[src/rtl/evg_pkg.sv]
// Shared types, constants and the arctangent table of the ellipse vertex generator.
// No dependencies; the modules refer to it by scoped names.
package evg_pkg;

    localparam int MAX_SEGMENTS_DEF = 62;
    localparam int COORD_BITS_DEF   = 24;
    localparam int PHASE_BITS_DEF   = 16;

    localparam int SEG_BITS      = 6;
    localparam int CORDIC_STEPS  = 16;
    localparam int STEP_BITS     = 4;
    localparam int CORDIC_BITS   = 34;
    localparam int TRIG_BITS     = 32;
    localparam int QUEUE_DEPTH   = 2;

    localparam logic signed [CORDIC_BITS-1:0] CORDIC_GAIN  = 34'sd652032874;
    localparam logic signed [CORDIC_BITS-1:0] QUARTER_TURN = 34'sd1073741824;
    localparam logic signed [CORDIC_BITS-1:0] HALF_TURN    = 34'sd2147483648;

    typedef struct packed {
        logic is_center;
        logic last_point;
    } job_ctl_t;

    typedef enum logic [1:0] {
        FR_IDLE,
        FR_DIV,
        FR_EMIT,
        FR_CENTER
    } front_state_t;

    typedef enum logic [2:0] {
        BK_IDLE,
        BK_ROT,
        BK_MUL1,
        BK_MUL2,
        BK_SUM,
        BK_OUT
    } back_state_t;

    // atan(2^-k) as a fraction of a turn, 2^32 = one turn
    function automatic logic signed [CORDIC_BITS-1:0] atan_turn(input logic [STEP_BITS-1:0] k);
        logic signed [CORDIC_BITS-1:0] v;
        begin
            unique case (k)
                4'd0:    v = 34'sh020000000;
                4'd1:    v = 34'sh012E4051E;
                4'd2:    v = 34'sh009FB385B;
                4'd3:    v = 34'sh0051111D4;
                4'd4:    v = 34'sh0028B0D43;
                4'd5:    v = 34'sh00145D7E1;
                4'd6:    v = 34'sh000A2F61E;
                4'd7:    v = 34'sh000517C55;
                4'd8:    v = 34'sh00028BE53;
                4'd9:    v = 34'sh000145F2F;
                4'd10:   v = 34'sh0000A2F98;
                4'd11:   v = 34'sh0000517CC;
                4'd12:   v = 34'sh000028BE6;
                4'd13:   v = 34'sh0000145F3;
                4'd14:   v = 34'sh00000A2FA;
                default: v = 34'sh00000517D;
            endcase
            atan_turn = v;
        end
    endfunction

endpackage

[src/rtl/evg_job_queue.sv]
// Small FIFO of vertex jobs between the front and back parts.
// Depends on evg_pkg for its depth.
module evg_job_queue #(
    parameter int WIDTH = 8
) (
    input  logic             clk,
    input  logic             rst_n,
    input  logic             push_valid,
    output logic             push_ready,
    input  logic [WIDTH-1:0] push_data,
    output logic             pop_valid,
    input  logic             pop_ready,
    output logic [WIDTH-1:0] pop_data
);
    localparam int DEPTH    = evg_pkg::QUEUE_DEPTH;
    localparam int PTR_BITS = (DEPTH > 1) ? $clog2(DEPTH) : 1;
    localparam int CNT_BITS = $clog2(DEPTH + 1);

    logic [WIDTH-1:0]    entry_reg [DEPTH];
    logic [PTR_BITS-1:0] wr_ptr_reg, wr_ptr_next;
    logic [PTR_BITS-1:0] rd_ptr_reg, rd_ptr_next;
    logic [CNT_BITS-1:0] count_reg, count_next;
    logic                do_push, do_pop;

    assign push_ready = (count_reg != CNT_BITS'(DEPTH));
    assign pop_valid  = (count_reg != '0);
    assign pop_data   = entry_reg[rd_ptr_reg];
    assign do_push    = push_valid && push_ready;
    assign do_pop     = pop_valid && pop_ready;

    always_comb
    begin
        wr_ptr_next = wr_ptr_reg;
        rd_ptr_next = rd_ptr_reg;
        count_next  = count_reg;
        if (do_push)
        begin
            wr_ptr_next = (wr_ptr_reg == PTR_BITS'(DEPTH - 1)) ? '0 : wr_ptr_reg + 1'b1;
        end
        if (do_pop)
        begin
            rd_ptr_next = (rd_ptr_reg == PTR_BITS'(DEPTH - 1)) ? '0 : rd_ptr_reg + 1'b1;
        end
        if (do_push && !do_pop)
        begin
            count_next = count_reg + 1'b1;
        end
        else if (do_pop && !do_push)
        begin
            count_next = count_reg - 1'b1;
        end
    end

    always_ff @(posedge clk or negedge rst_n)
    begin
        if (!rst_n)
        begin
            wr_ptr_reg <= '0;
            rd_ptr_reg <= '0;
            count_reg  <= '0;
        end
        else
        begin
            wr_ptr_reg <= wr_ptr_next;
            rd_ptr_reg <= rd_ptr_next;
            count_reg  <= count_next;
        end
    end

    always_ff @(posedge clk)
    begin
        if (do_push)
        begin
            entry_reg[wr_ptr_reg] <= push_data;
        end
    end
endmodule

[config.mk]
export PLATFORM = sky130hd
export DESIGN_NAME = evg_job_queue
export DESIGN_NICKNAME = d
export VERILOG_FILES = /design/src/rtl/evg_pkg.sv /design/src/rtl/evg_job_queue.sv
export SDC_FILE = /design/constraint.sdc
export NUM_CORES = 1
export LEC_CHECK = 0
export BUFFER_PORTS_ARGS = -buffer_cell sky130_fd_sc_hd__buf_2
export CORE_MARGIN = 4
export CORE_UTILIZATION = 48
export DETAILED_ROUTE_END_ITERATION = 6
export PLACE_DENSITY = 0.76
export SLEW_MARGIN = 10
export SYNTH_ARGS = -nofsm -noshare
export SYNTH_HDL_FRONTEND = slang
export SYNTH_SLANG_ARGS = --single-unit
export TNS_END_PERCENT = 50
[constraint.sdc]
create_clock -name clk -period 1.8 [get_ports clk]
set_input_delay 0.09 -clock clk [delete_from_list [all_inputs] [get_ports clk]]
set_output_delay 0.09 -clock clk [all_outputs]
set_load 0.005 [all_outputs]
==> impl_metrics.json, run 1 <==
{
  "clockBufferDepth": 2,
  "antenna_found_initial": 0,
  "grt_setup_unrepaired": "false",
  "final_common_cell": "buf_2",
  "viasPerCell": 4.84,
  "power_uw": 1590,
  "worstMarginPinSlew_ps": 401,
  "synth-seq-cells": 20,
  "wire_per_inst_um": 14.1,
  "place_congestion": 0.652,
  "grt_pass1_wl_um": 2310,
  "firstDrtPassIters": 2,
  "fin_skew_ps": 6.03,
  "hold_class": "in -> reg",
  "p_leak_uw": 0.000439,
  "cts_tree": "built",
  "netlist.area_leader.share_pct": 61.0,
  "worstSkewPairLatency_ps": 290,
  "h-tree-depth": 1,
  "dieHeight_um": 48.5,
  "status": "finished, final reports clean",
  "drtIter0Drc": 5,
  "crit_path_start": "rd_ptr_reg",
  "crit_fanout": 9,
  "min_period_ps": 1470,
  "ys_types": 14,
  "cts_root_buf": "clkbuf_4",
  "postSynthCellCount": 43,
  "final_net_count": 91,
  "tns_ps": 0,
  "finalHoldViolations": 0,
  "grt-ovfl-total": 0,
  "powerDensity_nw_per_um2": 1510,
  "fmax_ghz": 0.679,
  "irDropWorstVdd_uv": 1090,
  "portBuffers": 21,
  "vias": 450,
  "drt.antenna.violating_nets": 0,
  "min_from": "pop_ready",
  "grt_pass1_vias": 501,
  "yosysWarnings": 0,
  "synth.avg_cell_area_um2": 18.3,
  "crit_required_ps": 1710,
  "drive_above_1_share_pct": 48.1,
  "syn_to_final_growth_pct": 34.3,
  "final_cell_mix": "21 x buf_2, 16 x edfxtp_1, 9 x dlygate4sd3_1, 8 x mux2_2, 4 x dfrtp_1",
  "die-area_um2": 2350,
  "track_usage_pct": 12.7,
  "r2r_start": "count_reg[0]",
  "num_antenna_cells": 0,
  "setup_viol": 0,
  "clk_pin_slew_worst_paths_ps": 100,
  "startpoint_type": "flop",
  "core_area_um2": 1520,
  "crit_arrival_ps": 1380,
  "synthTopCellsByArea": "edfxtp_1 61%, dfrtp_1 13%, mux2_2 11%",
  "cts_buffers": 3,
  "drv_slew": 0,
  "largest_register_ffs": 16,
  "rows": 14,
  "wl_um": 1310,
  "syn_area_um2": 787,
  "start_util_pct": 51.6,
  "cts.sinks": 20,
  "hpwl_um": 875,
  "yosysTopAreaCell": "edfxtp_1",
  "dieWidth_um": 48.5,
  "post-route-period-util_pct": 81.8,
  "syn_nets": 56,
  "slew-limit-headroom_pct": 73.2,
  "ioPinCount": 22,
  "endpoint_kind": "output pin",
  "synth-seq-area-share_pct": 73.8,
  "drc": 0,
  "worstSetupPathType": "reg -> out",
  "maxCapViolCount": 0,
  "grt_max_degree": 13
}
-- final timing paths --
path	endpoint	slack (ps)	depth (start not counted)
worst max-delay path	pop_data[7]	330	2
worst min-delay path	rd_ptr_reg	50	3
worst max register to register	count_reg[1]	330	6
worst min register to register	wr_ptr_reg	530	1
max in group asynchronous	rd_ptr_reg	1520	2
min in group asynchronous	count_reg[0]	160	2
-- power by group --
part	switching, uW	internal [uW]
Clock	128	225
Sequential	99.3	646
Combinational	201	292
Total	429	1160
-- layer usage --
layer  track usage (%)  routed length, um  up-vias
met5                 0                  0        -
met4              2.69                  0        0
met3              3.68                 71        0
met2              23.0                701       12
met1              14.5                538      215
li1                  -                  -      223
-- logic make-up after synthesis --
group	synth area share, %
DFF	73.8
buffers and inverters	1.11
xor gates and xnor gates	5.57
muxes	11.4
and+or+nand+nor	6.52
adders and majority gates	1.59
-- worst max-delay path, cell delays in order (launching register included) --
cell and delay [ps]:
dfrtp_1 580, mux2_2 390, buf_2 130
-- final cells by class --
| type | count | area (um^2) |
|---|---|---|
| inverter | 1 | 3.75 |
| multi-input combinational | 21 | 198 |
| sequential | 20 | 581 |
| tap | 16 | 20.0 |
| clock inverter | 1 | 30.0 |
| fill | 108 | 467 |
| timing repair buffer | 31 | 203 |
| clock buffer | 3 | 22.5 |
-- stage by stage --
stage	worst slack, ps	instance area (um^2)	hold slack, ps	util, %	instances
3_5_place_dp	360	915	-95.2	60.0	80
3_3_place_gp	434	915	-98.3	60.0	80
5_1_grt	180	1060	55.3	69.4	93
6_report	328	1060	50.5	69.4	93
2_1_floorplan	430	787	-206	-	43
4_1_cts	321	1060	57.5	69.4	93
-- cells in the mapped netlist --
cell type  instances
and3_1             1
buf_2              1
dfrtp_1            4
edfxtp_1          16
ha_1               1
inv_1              1
mux2_2             8
nand2_1            1
nand2_4            1
nand2b_4           1
nor2_1             2
or2_4              1
xnor2_1            3
xor2_1             2
-- timing repair --
action / 4_1_cts / 5_1_grt
hold endpoints to repair: 20 / 0
buffers inserted: 0 / 0
hold buffers: 9 / 0
resized for setup: 0 / 0
Note: power is estimated with default switching activity, not from simulation.
==> run 2: changes to the inputs <==
- ABC_AREA: default -> 1
- CORE_UTILIZATION: 48 -> 44
- PLACE_DENSITY: 0.76 -> 0.73
- clock period: 1.8 -> 1.3 ns (I/O delays scaled with it)
==> impl_metrics.json, run 2 <==
{
  "synth-xor-area-share_pct": 3.03,
  "syn_nets": 83,
  "dpl_cell_area_um2": 990,
  "holdWs_ps": 33.8,
  "core_area_um2": 1750,
  "seqPwrFrac_pct": 39.5,
  "vias": 613,
  "clockBufferDepth": 2,
  "r2r_start": "count_reg[0]",
  "grt_max_degree": 13,
  "cts.sinks": 20,
  "power_uw": 2530,
  "cts_tree": "built",
  "ys.flop_type": "edfxtp_1",
  "r2r_setup_slack_ps": 70,
  "drt.antenna.violating_nets": 0,
  "clk_pin_slew_worst_paths_ps": 110,
  "synth_commonest_cells": "30 x nand2_1, 16 x edfxtp_1, 4 x dfrtp_1, 4 x inv_1, 3 x inv_2",
  "r2r_end": "count_reg[1]",
  "yosys.area_share.simple_pct": 20.7,
  "crit_fanout": 5,
  "regArea_um2": 583,
  "firstDrtPassIters": 4,
  "grt-ovfl-total": 0,
  "final_net_count": 126,
  "netlist.area_leader.share_pct": 58.1,
  "synth-seq-cells": 20,
  "reg2reg_depth": 9,
  "portBuffers": 21,
  "irDropWorstVdd_uv": 1360,
  "syn_area_um2": 827,
  "hold_path_depth": 3,
  "finalHoldViolations": 0,
  "yosysTopAreaCell": "edfxtp_1",
  "min_to": "rd_ptr_reg",
  "synth.avg_cell_area_um2": 11.8,
  "postSynthCellCount": 70,
  "setup_viol": 0,
  "final_cell_area_um2": 1180,
  "drv_slew": 0,
  "largest_register_ffs": 16,
  "fmax_ghz": 0.808,
  "synth-edff-count": 16,
  "fillers": 131,
  "crit_required_ps": 1240,
  "rows": 15,
  "place_ws_ps": -30.8,
  "antenna_found_initial": 0,
  "synthTopCellsByArea": "edfxtp_1 58%, nand2_1 14%, dfrtp_1 12%",
  "yosysWarnings": 0,
  "endpoint_kind": "output pin",
  "die-area_um2": 2640,
  "worstMarginPinSlew_ps": 151,
  "final_common_cell": "nand2_1",
  "hpwl_um": 1050,
  "p_leak_uw": 0.000549,
  "min_period_ps": 1240,
  "p_clk_share_pct": 19.6,
  "async_flop_share_pct": 20.0,
  "post-route-period-util_pct": 95.3,
  "multiInputGateArea_um2": 221,
  "status": "finished, final reports clean",
  "drtIter0Drc": 8,
  "wire_per_inst_um": 11.7,
  "powerDensity_nw_per_um2": 2140,
  "synthMostInstantiatedCell": "nand2_1",
  "cts_root_buf": "clkbuf_4",
  "num_antenna_cells": 0,
  "maxCapViolCount": 0,
  "synth_compound_area_share_pct": 0,
  "grt_pass1_wl_um": 2500,
  "startpoint_type": "flop",
  "fin_util_pct": 67.6,
  "slew-limit-headroom_pct": 89.9,
  "hold_class": "in -> reg",
  "synthMuxAreaShare_pct": 0,
  "fin_skew_ps": 2.74,
  "drc": 0,
  "track_usage_pct": 12.9,
  "worstSetupPathType": "reg -> out",
  "place_congestion": 0.695,
  "grt_pass1_vias": 637,
  "cts_buffers": 3,
  "ys_types": 14,
  "p_int_uw": 1700,
  "worstSkewPairLatency_ps": 290,
  "met1_usage_pct": 13.8,
  "drive_above_1_share_pct": 42.0,
  "dieHeight_um": 51.4,
  "use_met3_pct": 2.04,
  "grt.busiest_layer": "met2",
  "p_sw_uw": 825,
  "ioPinCount": 22,
  "min_from": "pop_ready",
  "combinationalPowerShare_pct": 40.9,
  "h-tree-depth": 1,
  "grtUsageMet2_pct": 24.0,
  "setup_slack_ps": 61.7,
  "dieWidth_um": 51.4,
  "start_util_pct": 47.4,
  "netSwitchingFraction_pct": 32.7,
  "synth_top_family_by_area": "simple AND/OR/NAND/NOR gates",
  "final_cell_mix": "30 x nand2_1, 21 x buf_2, 16 x edfxtp_1, 9 x dlygate4sd3_1, 9 x buf_4",
  "wl_um": 1600,
  "synth-seq-area-share_pct": 70.2,
  "syn_to_final_growth_pct": 42.7,
  "viasPerCell": 4.47,
  "crit_arrival_ps": 1170,
  "synthAdderAreaFrac_pct": 1.51
}
[run 2: critical path: stages, from the launching register on]
cell and delay, ps:
dfrtp_2 470, buf_4 180, nand2_1 50, nand2_1 50, buf_2 120
[run 2: timing repair]
action | 4_1_cts | 5_1_grt
gates resized for setup | 2 | 5
hold buffers | 9 | 0
endpoints found under the setup margin | 9 | 9
pin swaps | 0 | 1
buffers inserted | 0 | 4
endpoints found under the hold margin | 20 | 0
gates cloned | 0 | 0
[run 2: final cells by class]
class                      instances  share of cell area, %
multi-input combinational         42                   18.8
clock inverter                     1                   2.55
inverter                           7                   2.44
timing repair buffer              39                   22.3
clock buffer                       3                   1.91
tap                               25                   2.65
sequential                        20                   49.4
[run 2: power groups by stage]
| stage | registers (uW) | logic, uW | clock network (uW) |
|---|---|---|---|
| 4_1_cts | 1010 | 905 | 505 |
| 6_report | 997 | 1030 | 496 |
| 3_3_place_gp | 1010 | 824 | 0 |
| 2_1_floorplan | 971 | 554 | 0 |
| 3_5_place_dp | 1020 | 848 | 0 |
| 5_1_grt | 1020 | 1160 | 548 |
[run 2: layer usage]
| layer | wire, um | vias to the layer above | share of wire, % |
|---|---|---|---|
| li1 | - | 308 | - |
| met1 | 644 | 290 | 40 |
| met2 | 878 | 13 | 55 |
| met3 | 66 | 2 | 4.1 |
| met4 | 12 | 0 | 0.75 |
| met5 | 0 | - | 0 |
[run 2: cell families after synthesis]
logic type / Yosys count
and+or+nand+nor: 39
DFF: 20
buffers and inverters: 8
xor gates and xnor gates: 2
adders and majority gates: 1
[run 2: stage by stage]
stage               cells  TNS (ps)
global placement      120         0
detailed placement    120     -30.8
floorplan              70      -133
global route          137     -15.8
finish                137         0
CTS                   133         0
[run 2: worst max path at each step]
stage               cells after the start         start  slack, ps              end
finish                                  4    rd_ptr_reg         60      pop_data[7]
global route                            4    rd_ptr_reg         -5      pop_data[0]
CTS                                     9  count_reg[0]         20     count_reg[1]
detailed placement                      9  count_reg[0]        -30     count_reg[1]
global placement                        8  count_reg[1]         10     count_reg[1]
floorplan                               4  count_reg[0]         -8  entry_reg[0][0]
