$ cat src/rtl/evg_pkg.sv
// Shared types, constants and the arctangent table of the ellipse vertex generator.
// No dependencies; the modules refer to it by scoped names.
package evg_pkg;

    localparam int MAX_SEGMENTS_DEF = 62;
    localparam int COORD_BITS_DEF   = 24;
    localparam int PHASE_BITS_DEF   = 16;

    localparam int SEG_BITS      = 6;
    localparam int CORDIC_STEPS  = 16;
    localparam int STEP_BITS     = 4;
    localparam int CORDIC_BITS   = 34;
    localparam int TRIG_BITS     = 32;
    localparam int QUEUE_DEPTH   = 2;

    localparam logic signed [CORDIC_BITS-1:0] CORDIC_GAIN  = 34'sd652032874;
    localparam logic signed [CORDIC_BITS-1:0] QUARTER_TURN = 34'sd1073741824;
    localparam logic signed [CORDIC_BITS-1:0] HALF_TURN    = 34'sd2147483648;

    typedef struct packed {
        logic is_center;
        logic last_point;
    } job_ctl_t;

    typedef enum logic [1:0] {
        FR_IDLE,
        FR_DIV,
        FR_EMIT,
        FR_CENTER
    } front_state_t;

    typedef enum logic [2:0] {
        BK_IDLE,
        BK_ROT,
        BK_MUL1,
        BK_MUL2,
        BK_SUM,
        BK_OUT
    } back_state_t;

    // atan(2^-k) as a fraction of a turn, 2^32 = one turn
    function automatic logic signed [CORDIC_BITS-1:0] atan_turn(input logic [STEP_BITS-1:0] k);
        logic signed [CORDIC_BITS-1:0] v;
        begin
            unique case (k)
                4'd0:    v = 34'sh020000000;
                4'd1:    v = 34'sh012E4051E;
                4'd2:    v = 34'sh009FB385B;
                4'd3:    v = 34'sh0051111D4;
                4'd4:    v = 34'sh0028B0D43;
                4'd5:    v = 34'sh00145D7E1;
                4'd6:    v = 34'sh000A2F61E;
                4'd7:    v = 34'sh000517C55;
                4'd8:    v = 34'sh00028BE53;
                4'd9:    v = 34'sh000145F2F;
                4'd10:   v = 34'sh0000A2F98;
                4'd11:   v = 34'sh0000517CC;
                4'd12:   v = 34'sh000028BE6;
                4'd13:   v = 34'sh0000145F3;
                4'd14:   v = 34'sh00000A2FA;
                default: v = 34'sh00000517D;
            endcase
            atan_turn = v;
        end
    endfunction

endpackage

$ cat src/rtl/evg_ellipse_if.sv
// Request channel carrying one ellipse description.
// Depends on nothing; widths come from the instantiating level.
interface evg_ellipse_if #(
    parameter int COORD_BITS = 24,
    parameter int PHASE_BITS = 16
);
    logic                         valid;
    logic                         ready;
    logic signed [COORD_BITS-1:0] center_x;
    logic signed [COORD_BITS-1:0] center_y;
    logic signed [COORD_BITS-1:0] half_width;
    logic signed [COORD_BITS-1:0] half_height;
    logic [PHASE_BITS-1:0]        start_phase;
    logic [5:0]                   segment_count;
    logic [15:0]                  scale_x;
    logic [15:0]                  scale_y;

    modport source (
        output valid, center_x, center_y, half_width, half_height,
               start_phase, segment_count, scale_x, scale_y,
        input  ready
    );
    modport sink (
        input  valid, center_x, center_y, half_width, half_height,
               start_phase, segment_count, scale_x, scale_y,
        output ready
    );
endinterface

$ cat src/rtl/evg_front.sv
// Front part: takes an ellipse request, divides the turn by the segment count
// and issues one job per rim point plus the center job. Depends on evg_pkg.
module evg_front #(
    parameter int COORD_BITS   = evg_pkg::COORD_BITS_DEF,
    parameter int PHASE_BITS   = evg_pkg::PHASE_BITS_DEF,
    parameter int MAX_SEGMENTS = evg_pkg::MAX_SEGMENTS_DEF,
    parameter int JOB_BITS     = 4 * COORD_BITS + 32 + PHASE_BITS + 2
) (
    input  logic                clk,
    input  logic                rst_n,
    evg_ellipse_if.sink         ellipse,
    output logic                push_valid,
    input  logic                push_ready,
    output logic [JOB_BITS-1:0] push_data
);
    localparam int SB       = evg_pkg::SEG_BITS;
    localparam int CNT_BITS = $clog2(PHASE_BITS + 1);

    evg_pkg::front_state_t state_reg, state_next;

    logic signed [COORD_BITS-1:0] cx_reg, cy_reg, w_reg, h_reg;
    logic [15:0]                  sx_reg, sy_reg;
    logic [PHASE_BITS-1:0]        start_reg;
    logic [SB-1:0]                n_reg, n_next;
    logic [PHASE_BITS:0]          quo_reg, quo_next;
    logic [SB-1:0]                rem_reg, rem_next;
    logic [CNT_BITS-1:0]          cnt_reg, cnt_next;
    logic [PHASE_BITS:0]          off_reg, off_next;
    logic [SB-1:0]                acc_reg, acc_next;
    logic [SB-1:0]                idx_reg, idx_next;

    logic                 accept, pushed;
    logic [SB:0]          rem_shift;
    logic                 div_bit;
    logic [SB:0]          acc_sum;
    logic [SB-1:0]        seg_clamped;
    evg_pkg::job_ctl_t    ctl;
    logic [PHASE_BITS-1:0] phase;

    assign accept = ellipse.valid && ellipse.ready;
    assign pushed = push_valid && push_ready;

    always_comb
    begin
        if (ellipse.segment_count == '0)
        begin
            seg_clamped = SB'(1);
        end
        else if (ellipse.segment_count > SB'(MAX_SEGMENTS))
        begin
            seg_clamped = SB'(MAX_SEGMENTS);
        end
        else
        begin
            seg_clamped = ellipse.segment_count;
        end
    end

    // next state
    always_comb
    begin
        state_next = state_reg;
        unique case (state_reg)
            evg_pkg::FR_IDLE:   if (accept) state_next = evg_pkg::FR_DIV;
            evg_pkg::FR_DIV:    if (cnt_reg == '0) state_next = evg_pkg::FR_EMIT;
            evg_pkg::FR_EMIT:   if (pushed && idx_reg == n_reg) state_next = evg_pkg::FR_CENTER;
            evg_pkg::FR_CENTER: if (pushed) state_next = evg_pkg::FR_IDLE;
            default:            state_next = evg_pkg::FR_IDLE;
        endcase
    end

    // outputs
    always_comb
    begin
        ellipse.ready = 1'b0;
        push_valid    = 1'b0;
        ctl           = '{is_center: 1'b0, last_point: 1'b0};
        unique case (state_reg)
            evg_pkg::FR_IDLE:   ellipse.ready = 1'b1;
            evg_pkg::FR_DIV:    ;
            evg_pkg::FR_EMIT:   push_valid = 1'b1;
            evg_pkg::FR_CENTER:
            begin
                push_valid = 1'b1;
                ctl        = '{is_center: 1'b1, last_point: 1'b1};
            end
            default:            ;
        endcase
    end

    assign phase     = start_reg + off_reg[PHASE_BITS-1:0];
    assign push_data = {cx_reg, cy_reg, w_reg, h_reg, sx_reg, sy_reg, phase, ctl};

    // restoring division of one turn by the segment count, one bit a cycle
    assign div_bit   = (cnt_reg == CNT_BITS'(PHASE_BITS));
    assign rem_shift = {rem_reg, div_bit};
    assign acc_sum   = {1'b0, acc_reg} + {1'b0, rem_reg};

    always_comb
    begin
        n_next   = n_reg;
        quo_next = quo_reg;
        rem_next = rem_reg;
        cnt_next = cnt_reg;
        off_next = off_reg;
        acc_next = acc_reg;
        idx_next = idx_reg;
        unique case (state_reg)
            evg_pkg::FR_IDLE:
            begin
                n_next   = seg_clamped;
                quo_next = '0;
                rem_next = '0;
                cnt_next = CNT_BITS'(PHASE_BITS);
                off_next = '0;
                acc_next = '0;
                idx_next = '0;
            end
            evg_pkg::FR_DIV:
            begin
                if (rem_shift >= {1'b0, n_reg})
                begin
                    rem_next = SB'(rem_shift - {1'b0, n_reg});
                    quo_next = {quo_reg[PHASE_BITS-1:0], 1'b1};
                end
                else
                begin
                    rem_next = rem_shift[SB-1:0];
                    quo_next = {quo_reg[PHASE_BITS-1:0], 1'b0};
                end
                cnt_next = cnt_reg - 1'b1;
            end
            evg_pkg::FR_EMIT:
            begin
                // advance offset by turn/n, carrying the fractional remainder
                if (pushed)
                begin
                    idx_next = idx_reg + 1'b1;
                    if (acc_sum >= {1'b0, n_reg})
                    begin
                        acc_next = SB'(acc_sum - {1'b0, n_reg});
                        off_next = off_reg + quo_reg + 1'b1;
                    end
                    else
                    begin
                        acc_next = acc_sum[SB-1:0];
                        off_next = off_reg + quo_reg;
                    end
                end
            end
            evg_pkg::FR_CENTER: ;
            default:            ;
        endcase
    end

    always_ff @(posedge clk or negedge rst_n)
    begin
        if (!rst_n)
        begin
            state_reg <= evg_pkg::FR_IDLE;
        end
        else
        begin
            state_reg <= state_next;
        end
    end

    always_ff @(posedge clk)
    begin
        if (accept)
        begin
            cx_reg    <= ellipse.center_x;
            cy_reg    <= ellipse.center_y;
            w_reg     <= ellipse.half_width;
            h_reg     <= ellipse.half_height;
            sx_reg    <= ellipse.scale_x;
            sy_reg    <= ellipse.scale_y;
            start_reg <= ellipse.start_phase;
        end
        n_reg   <= n_next;
        quo_reg <= quo_next;
        rem_reg <= rem_next;
        cnt_reg <= cnt_next;
        off_reg <= off_next;
        acc_reg <= acc_next;
        idx_reg <= idx_next;
    end
endmodule

$ cat src/flat_wrapper.sv
// flat-port wrapper written by rule: the top's interface ports become plain ports
module evg_front_flat 
#(
    parameter int COORD_BITS   = evg_pkg::COORD_BITS_DEF,
    parameter int PHASE_BITS   = evg_pkg::PHASE_BITS_DEF,
    parameter int MAX_SEGMENTS = evg_pkg::MAX_SEGMENTS_DEF,
    parameter int JOB_BITS     = 4 * COORD_BITS + 32 + PHASE_BITS + 2
)
  (clk, rst_n, push_valid, push_ready, push_data, ellipse_valid, ellipse_center_x, ellipse_center_y, ellipse_half_width, ellipse_half_height, ellipse_start_phase, ellipse_segment_count, ellipse_scale_x, ellipse_scale_y, ellipse_ready);
  evg_ellipse_if #(.COORD_BITS(COORD_BITS), .PHASE_BITS(PHASE_BITS)) ellipse_i ();
  input  logic clk;
  input  logic rst_n;
  output logic push_valid;
  input  logic push_ready;
  output logic [JOB_BITS-1:0] push_data;
  input wire logic [$bits(ellipse_i.valid)-1:0] ellipse_valid;
  input wire logic [$bits(ellipse_i.center_x)-1:0] ellipse_center_x;
  input wire logic [$bits(ellipse_i.center_y)-1:0] ellipse_center_y;
  input wire logic [$bits(ellipse_i.half_width)-1:0] ellipse_half_width;
  input wire logic [$bits(ellipse_i.half_height)-1:0] ellipse_half_height;
  input wire logic [$bits(ellipse_i.start_phase)-1:0] ellipse_start_phase;
  input wire logic [$bits(ellipse_i.segment_count)-1:0] ellipse_segment_count;
  input wire logic [$bits(ellipse_i.scale_x)-1:0] ellipse_scale_x;
  input wire logic [$bits(ellipse_i.scale_y)-1:0] ellipse_scale_y;
  output wire logic [$bits(ellipse_i.ready)-1:0] ellipse_ready;
  assign ellipse_i.valid = ellipse_valid;
  assign ellipse_i.center_x = ellipse_center_x;
  assign ellipse_i.center_y = ellipse_center_y;
  assign ellipse_i.half_width = ellipse_half_width;
  assign ellipse_i.half_height = ellipse_half_height;
  assign ellipse_i.start_phase = ellipse_start_phase;
  assign ellipse_i.segment_count = ellipse_segment_count;
  assign ellipse_i.scale_x = ellipse_scale_x;
  assign ellipse_i.scale_y = ellipse_scale_y;
  assign ellipse_ready = ellipse_i.ready;
  evg_front #(.COORD_BITS(COORD_BITS), .PHASE_BITS(PHASE_BITS), .MAX_SEGMENTS(MAX_SEGMENTS), .JOB_BITS(JOB_BITS)) u_core (.clk(clk), .rst_n(rst_n), .ellipse(ellipse_i), .push_valid(push_valid), .push_ready(push_ready), .push_data(push_data));
endmodule
$ cat config.mk
export PLATFORM = sky130hd
export DESIGN_NAME = evg_front_flat
export DESIGN_NICKNAME = d
export VERILOG_FILES = /design/src/rtl/evg_pkg.sv /design/src/rtl/evg_ellipse_if.sv /design/src/rtl/evg_front.sv /design/src/flat_wrapper.sv
export SDC_FILE = /design/constraint.sdc
export NUM_CORES = 1
export LEC_CHECK = 0
export BUFFER_PORTS_ARGS = -buffer_cell sky130_fd_sc_hd__clkbuf_2
export CAP_MARGIN = 5
export CORE_UTILIZATION = 45
export DETAILED_ROUTE_END_ITERATION = 12
export PLACE_DENSITY = 0.83
export SYNTH_ARGS = -nofsm -noshare
export SYNTH_HDL_FRONTEND = slang
export SYNTH_SLANG_ARGS = --single-unit
$ cat constraint.sdc
create_clock -name clk -period 8.5 [get_ports clk]
set_input_delay 0.425 -clock clk [delete_from_list [all_inputs] [get_ports clk]]
set_output_delay 0.425 -clock clk [all_outputs]
set_load 0.01 [all_outputs]
==> results.toml <==
[outcome]
status = "finished clean"

[routing]
first_iter_violations = 338
drt_pre_antenna_iters = 4
postRouteAntennaNets = 0
avgRoutedWirePerCell_um = 16.4
drc_errors = 0
vias = 6456
viasPerCell = 5.08
drt-total-wl_um = 20900

[sta]
skew_ns = 0.0111
fin_crit_ns = 3.95
whs_ns = 0.0882
setup_viol = 0
worst_pin_slew_ns = 1.18
slew_violations = 0
fmax_mhz = 253
fin_tns_setup_ns = 0
min_period_over_period_pct = 46.5
final-hold-violation-count = 0
maxSlewHeadroom_pct = 21.5
rsz0062_at_grt = "false"

[cts]
cts_tree = "yes"
h-tree-depth = 1
cts.path.max_buffers = 3
clk_pin_slew_ns = 0.06
post_cts_resized = 0
root_buffer = "clkbuf_16"
clock_sinks = 207
cts_buffers = 23
post_cts_buffers = 0
ctsHoldBuffers = 1
clk_latency_ns = 0.51

[synthesis]
synth_edf_count = 205
yosys.area.top_type = "edfxtp_1"
syn_inst = 673
synth_area_um2 = 9480
synth.yosys.seq_area_share_pct = 65.5
async_reset_ff_share_pct = 0.966
yosys_warnings = 0
synth_cell_types = 67
synth.area.top_cells = "edfxtp_1 65%, ha_1 7.3%, xnor2_1 2.7%, nor2_1 2.2%, xor2_1 1.9%"
synth_area_per_cell_um2 = 14.1
synth_flop_cell = "edfxtp_1"
synth-seq-cells = 207
syn_nets = 887
yosys.area.top_type_share_pct = 65.0

[die]
rows = 52
initial_core_util_pct = 46.4
ioPinCount = 302
core_area_um2 = 20400
die-height_um = 147
die_w_um = 147
die-area_um2 = 21600

[cells_and_area]
multi_input_area_um2 = 3090
nets = 1199
drive_above_1_share_pct = 35.0
syn2layout_area_growth_pct = 26.7
nFillCells = 1658
seq_area_um2 = 6210
diodes = 0
final_common_cell = "clkbuf_2"
final_cell_mix = "301 x clkbuf_2, 205 x edfxtp_1, 56 x nor2_1"

[setup_path]
r2r_start = "u_core.rem_reg[0]"
r2r_setup_slack_ns = 4.55
cp.arrival_ns = 4.19
r2r_cells = 14
rr_endpoint = "u_core.off_reg[14]"
cp-endpoint = "u_core.off_reg[14]"
start_kind = "flip-flop"
crit_required_ns = 8.73
crit_fanout = 4
crit_type = "flip-flop to flip-flop"
crit_path_end_kind = "flip-flop"
critPathLaunch = "u_core.rem_reg[0]"

[global_routing]
grt_pass1_wl_um = 32400
grt_pass1_vias = 6409
grt_max_degree = 93
overflow = 0
grt_usage_pct = 19.0
grt_antenna_before_repair = 0

[job]
cap_violations = 0

[power]
power.density_nw_per_um2 = 441
total_power_mw = 5.30
max-vdd-ir-drop_uv = 245
leakagePower_nw = 5.02

[min_path]
min_path_type = "input port to flip-flop"

[place]
hpwlAfterDp_um = 15500
place_congestion = 0.814
portBuffers = 301
[area by class of cell]
type                            instances  share of cell area [%]
Sequential cell                       207                    51.7
Multi-Input combinational cell        420                    25.7
Timing Repair Buffer                  303                    12.7
Clock buffer                           31                    5.38
Tap cell                              270                    2.81
Inverter                               30                   0.938
Clock inverter                         10                   0.802
[synth_stat cells, types with 3 or more instances]
| master | count |
|---|---|
| or3_1 | 3 |
| inv_1 | 29 |
| nand4_1 | 8 |
| edfxtp_1 | 205 |
| o21a_1 | 7 |
| fa_1 | 5 |
| a22oi_1 | 3 |
| a211oi_1 | 9 |
| nor2b_1 | 10 |
| o2111ai_1 | 4 |
| or2_2 | 5 |
| xor2_1 | 21 |
| clkbuf_1 | 12 |
| o21ai_1 | 3 |
| xnor2_1 | 29 |
| nor3b_1 | 4 |
| a31oi_1 | 5 |
| ha_1 | 55 |
| nand2_1 | 25 |
| a21oi_1 | 25 |
| a21o_1 | 8 |
| o31ai_1 | 4 |
| nand2b_1 | 7 |
| and2_1 | 22 |
| nor2_1 | 56 |
| nor4_1 | 4 |
| nand3_1 | 12 |
| o21ai_0 | 24 |
| and4_1 | 3 |
| mux2i_1 | 9 |
| nor3_1 | 10 |
[how the worst min path moves through the flow]
| stage | end | slack, ns | depth (start not counted) | from |
|---|---|---|---|---|
| final | u_core.cy_reg[5] | 0.09 | 1 | ellipse_center_y[5] |
| after global routing | u_core.start_reg[1] | 0.07 | 1 | ellipse_start_phase[1] |
| after CTS | u_core.h_reg[12] | 0.07 | 1 | ellipse_half_height[12] |
| after detailed placement | u_core.state_reg[0] | 0.21 | 1 | rst_n |
| after global placement | u_core.state_reg[0] | 0.21 | 1 | rst_n |
| after floorplan | u_core.state_reg[0] | 0.13 | 0 | rst_n |
[metrics by stage]
step,instance area (um^2),util [%],instances,setup slack [ns]
after floorplan,9480,-,673,3.73
after global placement,11300,55.1,1229,4.77
after detailed placement,11300,55.1,1229,4.61
after CTS,12000,58.8,1271,4.50
after global routing,12000,58.8,1271,4.28
final,12000,58.8,1271,4.55
[power by group]
group / internal [mW] / total, mW / switching (mW)
clock network: 0.589 / 0.972 / 0.383
registers: 1.53 / 1.68 / 0.144
logic: 1.07 / 2.65 / 1.58
[routing by layer]
layer  vias to the layer above  global-route usage (%)  routed length, um
li1                       3171                       -                  -
met1                      3018                    23.0               8400
met2                       230                    32.9              10400
met3                        37                    5.16               1610
met4                         0                    5.72                529
met5                         -                       0                  0
[kinds of logic (layout without fill, tap and decap cells)]
kind of cell | Yosys count | after routing | synth area share [%]
buffers and inverters | 46 | 374 | 1.97
DFF | 207 | 207 | 65.5
AOI/OAI and AO/OA | 121 | 121 | 8.77
muxes | 11 | 11 | 1.19
xor gates and xnor gates | 50 | 50 | 4.62
adders and majority gates | 60 | 60 | 8.32
and+or+nand+nor | 178 | 178 | 9.65
[critical path, cell delays in order (launching register included)]
cell and delay [ns]:
edfxtp_1 0.42, ha_1 0.25, fa_1 0.44, a21o_1 0.18, a211oi_1 0.23, nor2_1 0.09, ha_1 0.36, nand4_1 0.11
o211ai_1 0.18, a21o_1 0.16, o2111ai_1 0.23, nor3_1 0.46, and4_1 0.32, and4_1 0.20, nor3_1 0.05
No activity file was read; power rests on OpenSTA's default activity.
